===== src/hw/rtl/elrp_pkg.sv =====
// ----------------------------------------------------------------------------
// Event log record packer package
// Shared constants, command and status types, and byte helpers.
// ----------------------------------------------------------------------------
package elrp_pkg;

  localparam int ADDRESS_BITS_DEF    = 8;
  localparam int MAX_FIELD_BYTES_DEF = 4;

  localparam logic [7:0] RECORD_BASE_RESET = 8'd13;

  localparam logic REG_BASE_TIME   = 1'b0;
  localparam logic REG_RECORD_BASE = 1'b1;

  localparam logic [2:0] K_HDR  = 3'd0;
  localparam logic [2:0] K_TIME = 3'd1;
  localparam logic [2:0] K_KEY  = 3'd2;
  localparam logic [2:0] K_CNT  = 3'd3;
  localparam logic [2:0] K_TRL  = 3'd4;
  localparam logic [2:0] K_COAL = 3'd5;

  typedef struct packed {
    logic       load_in;
    logic       calc;
    logic       emit;
    logic [2:0] kind;
    logic [1:0] idx;
  } cmd_t;

  typedef struct packed {
    logic       coal;
    logic       empty;
    logic [1:0] tl_m1;
    logic [1:0] kl_m1;
    logic       slot_free;
  } status_t;

  // Minimal byte count minus one, saturated to the field byte limit.
  function automatic logic [1:0] len_m1(input logic [31:0] v, input int max_bytes);
    logic [1:0] n;
    logic [1:0] lim;
    if (v[31:24] != 8'd0) n = 2'd3;
    else if (v[31:16] != 16'd0) n = 2'd2;
    else if (v[31:8] != 24'd0) n = 2'd1;
    else n = 2'd0;
    lim = 2'(max_bytes - 1);
    if (n > lim) n = lim;
    return n;
  endfunction

  function automatic logic [7:0] byte_sel(input logic [31:0] v, input logic [1:0] idx);
    logic [7:0] b;
    case (idx)
      2'd0: b = v[7:0];
      2'd1: b = v[15:8];
      2'd2: b = v[23:16];
      2'd3: b = v[31:24];
      default: b = v[7:0];
    endcase
    return b;
  endfunction

endpackage


===== src/hw/rtl/elrp_ctrl.sv =====
// ----------------------------------------------------------------------------
// Event log record packer controller
// Sequences one event through evaluation and its store writes.
// ----------------------------------------------------------------------------
module elrp_ctrl (
  input  logic             clk,
  input  logic             rst_n,
  input  logic             in_tvalid,
  output logic             in_tready,
  input  elrp_pkg::status_t sts,
  output elrp_pkg::cmd_t    cmd
);

  localparam logic [3:0] S_IDLE   = 4'd0;
  localparam logic [3:0] S_CALC   = 4'd1;
  localparam logic [3:0] S_DECIDE = 4'd2;
  localparam logic [3:0] S_HDR    = 4'd3;
  localparam logic [3:0] S_TIME   = 4'd4;
  localparam logic [3:0] S_KEY    = 4'd5;
  localparam logic [3:0] S_CNT    = 4'd6;
  localparam logic [3:0] S_TRL    = 4'd7;
  localparam logic [3:0] S_COAL   = 4'd8;

  logic [3:0] state_r, state_nxt;
  logic [1:0] idx_r, idx_nxt;

  assign in_tready = (state_r == S_IDLE);

  always_comb begin
    state_nxt   = state_r;
    idx_nxt     = idx_r;
    cmd.load_in = 1'b0;
    cmd.calc    = 1'b0;
    cmd.emit    = 1'b0;
    cmd.kind    = elrp_pkg::K_HDR;
    cmd.idx     = idx_r;
    case (state_r)
      S_IDLE: begin
        if (in_tvalid) begin
          cmd.load_in = 1'b1;
          state_nxt   = S_CALC;
        end
      end
      S_CALC: begin
        cmd.calc  = 1'b1;
        state_nxt = S_DECIDE;
      end
      S_DECIDE: begin
        idx_nxt = 2'd0;
        if (sts.coal && sts.empty) state_nxt = S_IDLE;
        else if (sts.coal) state_nxt = S_COAL;
        else state_nxt = S_HDR;
      end
      S_HDR: begin
        cmd.kind = elrp_pkg::K_HDR;
        if (sts.slot_free) begin
          cmd.emit  = 1'b1;
          state_nxt = S_TIME;
        end
      end
      S_TIME: begin
        cmd.kind = elrp_pkg::K_TIME;
        if (sts.slot_free) begin
          cmd.emit = 1'b1;
          idx_nxt  = idx_r + 2'd1;
          if (idx_r == sts.tl_m1) begin
            idx_nxt   = 2'd0;
            state_nxt = S_KEY;
          end
        end
      end
      S_KEY: begin
        cmd.kind = elrp_pkg::K_KEY;
        if (sts.slot_free) begin
          cmd.emit = 1'b1;
          idx_nxt  = idx_r + 2'd1;
          if (idx_r == sts.kl_m1) begin
            idx_nxt   = 2'd0;
            state_nxt = S_CNT;
          end
        end
      end
      S_CNT: begin
        cmd.kind = elrp_pkg::K_CNT;
        if (sts.slot_free) begin
          cmd.emit  = 1'b1;
          state_nxt = S_TRL;
        end
      end
      S_TRL: begin
        cmd.kind = elrp_pkg::K_TRL;
        if (sts.slot_free) begin
          cmd.emit  = 1'b1;
          state_nxt = S_IDLE;
        end
      end
      S_COAL: begin
        cmd.kind = elrp_pkg::K_COAL;
        if (sts.slot_free) begin
          cmd.emit  = 1'b1;
          state_nxt = S_IDLE;
        end
      end
      default: begin
        state_nxt = S_IDLE;
      end
    endcase
  end

  always_ff @(posedge clk) begin
    if (!rst_n) begin
      state_r <= S_IDLE;
      idx_r   <= 2'd0;
    end else begin
      state_r <= state_nxt;
      idx_r   <= idx_nxt;
    end
  end

endmodule


===== src/hw/rtl/elrp_datapath.sv =====
// ----------------------------------------------------------------------------
// Event log record packer datapath
// Holds the log state, evaluates events and drives the output register.
// ----------------------------------------------------------------------------
module elrp_datapath #(
  parameter int ADDRESS_BITS    = elrp_pkg::ADDRESS_BITS_DEF,
  parameter int MAX_FIELD_BYTES = elrp_pkg::MAX_FIELD_BYTES_DEF
) (
  input  logic              clk,
  input  logic              rst_n,
  input  logic [63:0]       in_tdata,
  input  logic              cfg_we,
  input  logic              cfg_index,
  input  logic [31:0]       cfg_data,
  input  elrp_pkg::cmd_t    cmd,
  output elrp_pkg::status_t sts,
  output logic              out_tvalid,
  input  logic              out_tready,
  output logic [31:0]       out_tdata,
  output logic              out_tlast
);

  localparam int AW = ADDRESS_BITS;

  logic [31:0]   base_time_r;
  logic [7:0]    record_base_r;
  logic [AW-1:0] tp_r;
  logic [31:0]   let_r;
  logic [31:0]   pk_r;
  logic [7:0]    cc_r;
  logic [3:0]    pl_r;
  logic [7:0]    rw_r;

  logic [31:0]   t_r, key_r, dt_r;
  logic [1:0]    tl_r, kl_r;
  logic          coal_r, empty_r;
  logic [3:0]    reclen_r;
  logic [AW-1:0] addr_r;

  logic          ov_r;
  logic [7:0]    o_addr_r, o_data_r, o_wp_r, o_ec_r;
  logic          o_last_r;

  logic [31:0]   elapsed, dt_c;
  logic [1:0]    tl_c, kl_c;
  logic          coal_c;
  logic [7:0]    e_data;
  logic [AW-1:0] e_addr;
  logic          e_last;
  logic [7:0]    cc_inc;

  assign elapsed = t_r - let_r;
  assign dt_c    = t_r - base_time_r;
  assign tl_c    = elrp_pkg::len_m1(dt_c, MAX_FIELD_BYTES);
  assign kl_c    = elrp_pkg::len_m1(key_r, MAX_FIELD_BYTES);
  assign coal_c  = (elapsed <= 32'd1) && ((key_r == 32'hffff_ffff) || (key_r == pk_r));
  assign cc_inc  = cc_r + 8'd1;

  assign sts.coal      = coal_r;
  assign sts.empty     = empty_r;
  assign sts.tl_m1     = tl_r;
  assign sts.kl_m1     = kl_r;
  assign sts.slot_free = !ov_r || out_tready;

  always_comb begin
    e_addr = addr_r;
    e_last = 1'b0;
    case (cmd.kind)
      elrp_pkg::K_HDR:  e_data = {tl_r, kl_r, pl_r};
      elrp_pkg::K_TIME: e_data = elrp_pkg::byte_sel(dt_r, cmd.idx);
      elrp_pkg::K_KEY:  e_data = elrp_pkg::byte_sel(key_r, cmd.idx);
      elrp_pkg::K_CNT:  e_data = 8'd1;
      elrp_pkg::K_TRL: begin
        e_data = {4'd0, reclen_r};
        e_last = 1'b1;
      end
      elrp_pkg::K_COAL: begin
        e_data = cc_inc;
        e_addr = tp_r - AW'(1);
        e_last = 1'b1;
      end
      default: e_data = 8'd0;
    endcase
  end

  always_ff @(posedge clk) begin
    if (cmd.load_in) begin
      t_r   <= in_tdata[31:0];
      key_r <= in_tdata[63:32];
    end
    if (cmd.calc) begin
      dt_r     <= dt_c;
      tl_r     <= tl_c;
      kl_r     <= kl_c;
      coal_r   <= coal_c;
      empty_r  <= (tp_r == AW'(record_base_r));
      reclen_r <= 4'(tl_c) + 4'(kl_c) + 4'd4;
      addr_r   <= tp_r;
    end else if (cmd.emit && (cmd.kind != elrp_pkg::K_COAL) && (cmd.kind != elrp_pkg::K_TRL)) begin
      addr_r <= addr_r + AW'(1);
    end
    if (cmd.emit) begin
      o_addr_r <= e_addr[7:0];
      o_data_r <= e_data;
      o_last_r <= e_last;
      if (cmd.kind == elrp_pkg::K_COAL) begin
        o_wp_r <= tp_r[7:0];
        o_ec_r <= rw_r;
      end else begin
        o_wp_r <= 8'(tp_r + AW'(tl_r) + AW'(kl_r) + AW'(4));
        o_ec_r <= rw_r + 8'd1;
      end
    end
  end

  always_ff @(posedge clk) begin
    if (!rst_n) begin
      ov_r          <= 1'b0;
      base_time_r   <= 32'd0;
      record_base_r <= elrp_pkg::RECORD_BASE_RESET;
      tp_r          <= AW'(elrp_pkg::RECORD_BASE_RESET);
      let_r         <= 32'd0;
      pk_r          <= 32'd0;
      cc_r          <= 8'd0;
      pl_r          <= 4'd0;
      rw_r          <= 8'd0;
    end else begin
      if (cmd.emit) ov_r <= 1'b1;
      else if (out_tready) ov_r <= 1'b0;
      if (cfg_we) begin
        case (cfg_index)
          elrp_pkg::REG_BASE_TIME: begin
            base_time_r <= cfg_data;
            let_r       <= cfg_data;
          end
          elrp_pkg::REG_RECORD_BASE: begin
            record_base_r <= cfg_data[7:0];
            tp_r          <= AW'(cfg_data[7:0]);
          end
          default: begin
            base_time_r <= base_time_r;
          end
        endcase
      end
      if (cmd.emit && (cmd.kind == elrp_pkg::K_TRL)) begin
        tp_r  <= addr_r;
        pl_r  <= reclen_r;
        cc_r  <= 8'd1;
        let_r <= t_r;
        pk_r  <= key_r;
        rw_r  <= rw_r + 8'd1;
      end else if (cmd.emit && (cmd.kind == elrp_pkg::K_COAL)) begin
        cc_r  <= cc_inc;
        let_r <= t_r;
        pk_r  <= key_r;
      end
    end
  end

  assign out_tvalid = ov_r;
  assign out_tdata  = {o_ec_r, o_wp_r, o_data_r, o_addr_r};
  assign out_tlast  = o_last_r;

endmodule


===== src/hw/rtl/event_log_record_packer.sv =====
// ----------------------------------------------------------------------------
// Event log record packer
// Turns timestamped key events into a stream of byte writes for a log store.
// ----------------------------------------------------------------------------
// The input channel carries one key event per item. For each event the block
// emits the store writes it causes on the output channel, one byte per item,
// with tlast on the final write of the event. A repeat within one time unit of
// the previous event produces a single count update, or nothing if the log
// holds no record yet. A new record produces five to eleven writes.
// An event is accepted in idle and evaluated in the calc and decide states, then
// issues one write per cycle while the output register can take it; the controller
// handles one event at a time and the single output register sets the write rate.
// A stalled receiver holds the output register and the controller waits.
// The configuration port loads base_time and record_base; each also resets
// the matching log state. Reset empties the output register and restores the
// log to its start position at address 13 with no records.
// ----------------------------------------------------------------------------
module event_log_record_packer #(
  parameter int ADDRESS_BITS    = elrp_pkg::ADDRESS_BITS_DEF,
  parameter int MAX_FIELD_BYTES = elrp_pkg::MAX_FIELD_BYTES_DEF
) (
  input  logic        clk,
  input  logic        rst_n,
  input  logic        in_tvalid,
  output logic        in_tready,
  input  logic [63:0] in_tdata,   // event_time, key_code
  output logic        out_tvalid,
  input  logic        out_tready,
  output logic [31:0] out_tdata,  // write_address, write_data, write_pointer, entry_count
  output logic        out_tlast,
  input  logic        cfg_we,
  input  logic        cfg_index,
  input  logic [31:0] cfg_data
);

  elrp_pkg::cmd_t    cmd;
  elrp_pkg::status_t sts;

  elrp_ctrl u_ctrl (
    .clk       (clk),
    .rst_n     (rst_n),
    .in_tvalid (in_tvalid),
    .in_tready (in_tready),
    .sts       (sts),
    .cmd       (cmd)
  );

  elrp_datapath #(
    .ADDRESS_BITS    (ADDRESS_BITS),
    .MAX_FIELD_BYTES (MAX_FIELD_BYTES)
  ) u_dp (
    .clk        (clk),
    .rst_n      (rst_n),
    .in_tdata   (in_tdata),
    .cfg_we     (cfg_we),
    .cfg_index  (cfg_index),
    .cfg_data   (cfg_data),
    .cmd        (cmd),
    .sts        (sts),
    .out_tvalid (out_tvalid),
    .out_tready (out_tready),
    .out_tdata  (out_tdata),
    .out_tlast  (out_tlast)
  );

  a_busy_after_accept: assert property (@(posedge clk) disable iff (!rst_n)
    in_tvalid && in_tready |=> !in_tready)
    else $error("input accepted on consecutive cycles");

  a_mid_record_busy: assert property (@(posedge clk) disable iff (!rst_n)
    out_tvalid && !out_tlast |-> !in_tready)
    else $error("controller idle while a record is unfinished");

  a_emit_needs_slot: assert property (@(posedge clk) disable iff (!rst_n)
    cmd.emit |-> sts.slot_free)
    else $error("write issued while the output register is full");

endmodule

===== config.mk =====
export PLATFORM = sky130hd
export DESIGN_NAME = event_log_record_packer
export DESIGN_NICKNAME = d
export VERILOG_FILES = /design/src/hw/rtl/elrp_pkg.sv /design/src/hw/rtl/elrp_ctrl.sv /design/src/hw/rtl/elrp_datapath.sv /design/src/hw/rtl/event_log_record_packer.sv
export SDC_FILE = /design/constraint.sdc
export NUM_CORES = 1
export LEC_CHECK = 0
export ABC_AREA = 1
export BUFFER_PORTS_ARGS = -buffer_cell sky130_fd_sc_hd__buf_2
export CORE_MARGIN = 3
export CORE_UTILIZATION = 55
export CTS_CLUSTER_DIAMETER = 120
export CTS_CLUSTER_SIZE = 12
export DETAILED_ROUTE_END_ITERATION = 8
export PLACE_DENSITY = 0.8
export SETUP_SLACK_MARGIN = 0.5
export SYNTH_ARGS = -nofsm -noshare
export SYNTH_HDL_FRONTEND = slang
export SYNTH_SLANG_ARGS = --single-unit

===== constraint.sdc =====
create_clock -name clk -period 5.46 [get_ports clk]
set_input_delay 0.546 -clock clk [delete_from_list [all_inputs] [get_ports clk]]
set_output_delay 0.546 -clock clk [all_outputs]
set_load 0.03 [all_outputs]

==> reports/metrics.yaml <==
die:
  dieWidth_um: 179
  rows: 62
  dieArea_mm2: 0.0320
  ios: 137
  die_h_um: 179
  coreArea_mm2: 0.0291
  start_util_pct: 56.5
synthesis:
  ys_async_sr_fraction_pct: 0
  synth.most_common_cell: "nand2_1"
  yosys.area.top_type_share_pct: 26.9
  synth_fp_nets: 2303
  synth_edf_count: 147
  synth_cell_types: 53
  ys_seq_elements: 286
  yosys_most_used_dff: "edfxtp_1"
  syn-instance-count: 2120
  syn_area_per_cell_um2: 7.75
  syn_area_mm2: 0.0164
  synthTopCellsByCount: "nand2_1, inv_1, nor2_1"
  synth_top_area_cell: "edfxtp_1"
  ys_warn_count: 0
  synth_area_leaders: "edfxtp_1, dfxtp_1, nand2_1"
  ys_seq_area_share_pct: 43.8
routing:
  routed_wl_mm: 44.4
  dr.pass1.iters: 5
  avgViaCountPerCell: 5.54
  ant_nets: 0
  drt_iter0_markers: 1094
  vias: 14600
  post_drt_wl_per_cell_um: 16.8
  drc_errors: 0
power_and_ir_drop:
  p_leak_nw: 7.56
  peakVddDrop_uv: 295
  power.total_mw: 8.01
  p_per_area_mw_per_mm2: 440
worst_setup_path:
  critPathMaxFanout: 3
  end_kind: "flop"
  rrSetupSlack_ns: 2.06
  reg2reg_from: "u_dp.t_r[0]$_DFFE_PP_"
  reg2reg_depth: 17
  startpoint_type: "flop"
  r2r-end: "u_dp.reclen_r[1]$_DFFE_PP_"
  worstPathRequired_ns: 5.77
  crit_arrival_ns: 3.71
  path_class: "reg -> reg"
grt:
  grt_max_degree: 67
  grt_pass1_wl_mm: 70.2
  antenna_found_initial: 0
  grt_pass1_vias: 14200
  grt_util_all_layers_pct: 27.4
  grt-ovfl-total: 0
min_path:
  hold_start: "in_tdata[30]"
  hold_path_end: "u_dp.t_r[30]$_DFFE_PP_"
  min_path_cells: 1
  hold_path_class: "in -> reg"
finish:
  multi_input_area_mm2: 0.00794
  num-fill-cells: 2569
  nets: 2420
  drive_gt1_share_pct: 9.67
  syn2layout_area_growth_pct: 10.8
  antenna_cells: 0
  seq_area_mm2: 0.00720
timing:
  fmax_ghz: 0.294
  fin_setup_tns_ns: 0
  worst_pin_slew_ns: 0.931
  setup_viol: 0
  hold_viol_final: 0
  skew_ns: 0.0120
  min_period_ns: 3.40
  slew_headroom_pct: 37.8
  finalMaxSlewViolations: 0
  rsz0062_at_grt: "false"
  finalCritPeriodShare_pct: 62.3
cts:
  clock-root-buffer: "clkbuf_16"
  clock-sinks: 286
  cts_resized: 0
  cts_tree: "done"
  htree_levels: 1
  cts.path.max_buffers: 3
  cts_buffers: 27
  clk_latency_ns: 0.57
  postCtsHoldBufs: 0
  cts.clk_slew.worst_paths_ns: 0.07
  cts_setup_buffers: 0
flow_run:
  drv_cap: 0
outcome:
  outcome: "finished clean"
placed_design:
  place_hpwl_mm: 33.5
  place_congestion: 0.947
  port-buffer-count: 136
sequential cells by signal (all words and copies together), names as in the netlist, 32 cells and up:
name              cells
u_dp.t_r             32
u_dp.dt_r            32
u_dp.pk_r            32
u_dp.base_time_r     32
u_dp.let_r           32
u_dp.key_r           32
report_power, final:
part           internal, mW  leakage [nW]  switching [mW]
registers              2.90          2.48           0.315
logic                 0.968          4.70            2.09
clock network         0.935         0.370           0.801
worst max-delay path by stage:
| stage | start | endpoint | slack [ns] | cells after the start |
|---|---|---|---|---|
| CTS | u_dp.t_r[0]$_DFFE_PP_ | u_dp.reclen_r[1]$_DFFE_PP_ | 2.08 | 14 |
| detailed placement | u_dp.t_r[0]$_DFFE_PP_ | u_dp.reclen_r[1]$_DFFE_PP_ | 2.10 | 14 |
| finish | u_dp.t_r[0]$_DFFE_PP_ | u_dp.reclen_r[1]$_DFFE_PP_ | 2.06 | 17 |
| global route | u_dp.t_r[0]$_DFFE_PP_ | u_dp.reclen_r[1]$_DFFE_PP_ | 1.79 | 17 |
| global placement | u_dp.t_r[0]$_DFFE_PP_ | u_dp.reclen_r[1]$_DFFE_PP_ | 2.22 | 17 |
| floorplan | in_tvalid | u_dp.key_r[0]$_DFFE_PP_ | 1.88 | 2 |
cells in the final DEF (no fill, tap or decap), types with 8 or more instances in the layout:
cell type,Yosys,final
a21oi_1,185,185
a311oi_1,8,8
a311oi_2,10,10
a31oi_1,12,12
buf_2,6,136
clkbuf_1,42,17
clkbuf_16,0,27
dfxtp_1,139,139
edfxtp_1,147,147
ha_1,75,75
inv_1,278,278
inv_2,9,9
nand2_1,550,550
nand3_1,89,89
nand4_1,21,21
nor2_1,197,194
nor3_1,24,23
o211ai_1,9,9
o21ai_0,145,145
xnor2_1,44,44
xor2_1,35,35
area by class of cell:
class / instances / area share [%]
Sequential cell: 286 / 39.5
Clock inverter: 1 / 0.110
Multi-Input combinational cell: 1491 / 43.6
Tap cell: 384 / 2.64
Timing Repair Buffer: 143 / 4.03
Clock buffer: 45 / 4.14
Inverter: 288 / 5.95
logic make-up (layout without fill, tap and decap cells):
| logic type | after synthesis | in the layout | share of synthesized area [%] |
|---|---|---|---|
| and+or+nand+nor | 912 | 912 | 22.8 |
| DFF | 286 | 286 | 43.8 |
| xor gates and xnor gates | 79 | 79 | 4.21 |
| AOI/OAI and AO/OA | 419 | 419 | 14.7 |
| adders and majority gates | 81 | 81 | 6.44 |
| buffers and inverters | 343 | 477 | 8.08 |
worst max-delay path, stage by stage, from the launching register on:
cell and delay (ns):
edfxtp_1 0.37, inv_1 0.07, ha_1 0.24, fa_1 0.43
o21ai_2 0.26, nand2_1 0.08, nand2_1 0.15, nand2_1 0.07
nand2_1 0.13, nand3b_1 0.11, nand3_1 0.09, nand2_1 0.09
nor2_1 0.09, nand3_1 0.08, nor2_1 0.15, nand2_1 0.11
ha_1 0.21, fa_1 0.42
per-layer routing:
layer	vias to the layer above	wire length, um	track usage (%)	part of all wire, %
li1	7236	-	-	-
met1	6767	18400	34.1	41
met2	507	21100	47.4	48
met3	117	2610	3.54	5.9
met4	0	2280	12.5	5.1
met5	-	0	0	0
stage by stage:
| stage | cell area (um^2) | hold WS [ns] | utilization (%) | instances | setup slack, ns |
|---|---|---|---|---|---|
| after global placement | 17400 | 0.448 | 59.9 | 2592 | 2.22 |
| final | 18200 | 0.148 | 62.6 | 2638 | 2.06 |
| after detailed placement | 17400 | 0.453 | 59.9 | 2592 | 2.10 |
| after global routing | 18200 | 0.139 | 62.6 | 2638 | 1.79 |
| after CTS | 18200 | 0.131 | 62.6 | 2638 | 2.08 |
| after floorplan | 16400 | 0.439 | - | 2120 | 1.88 |
(Power assumes the default switching activity.)
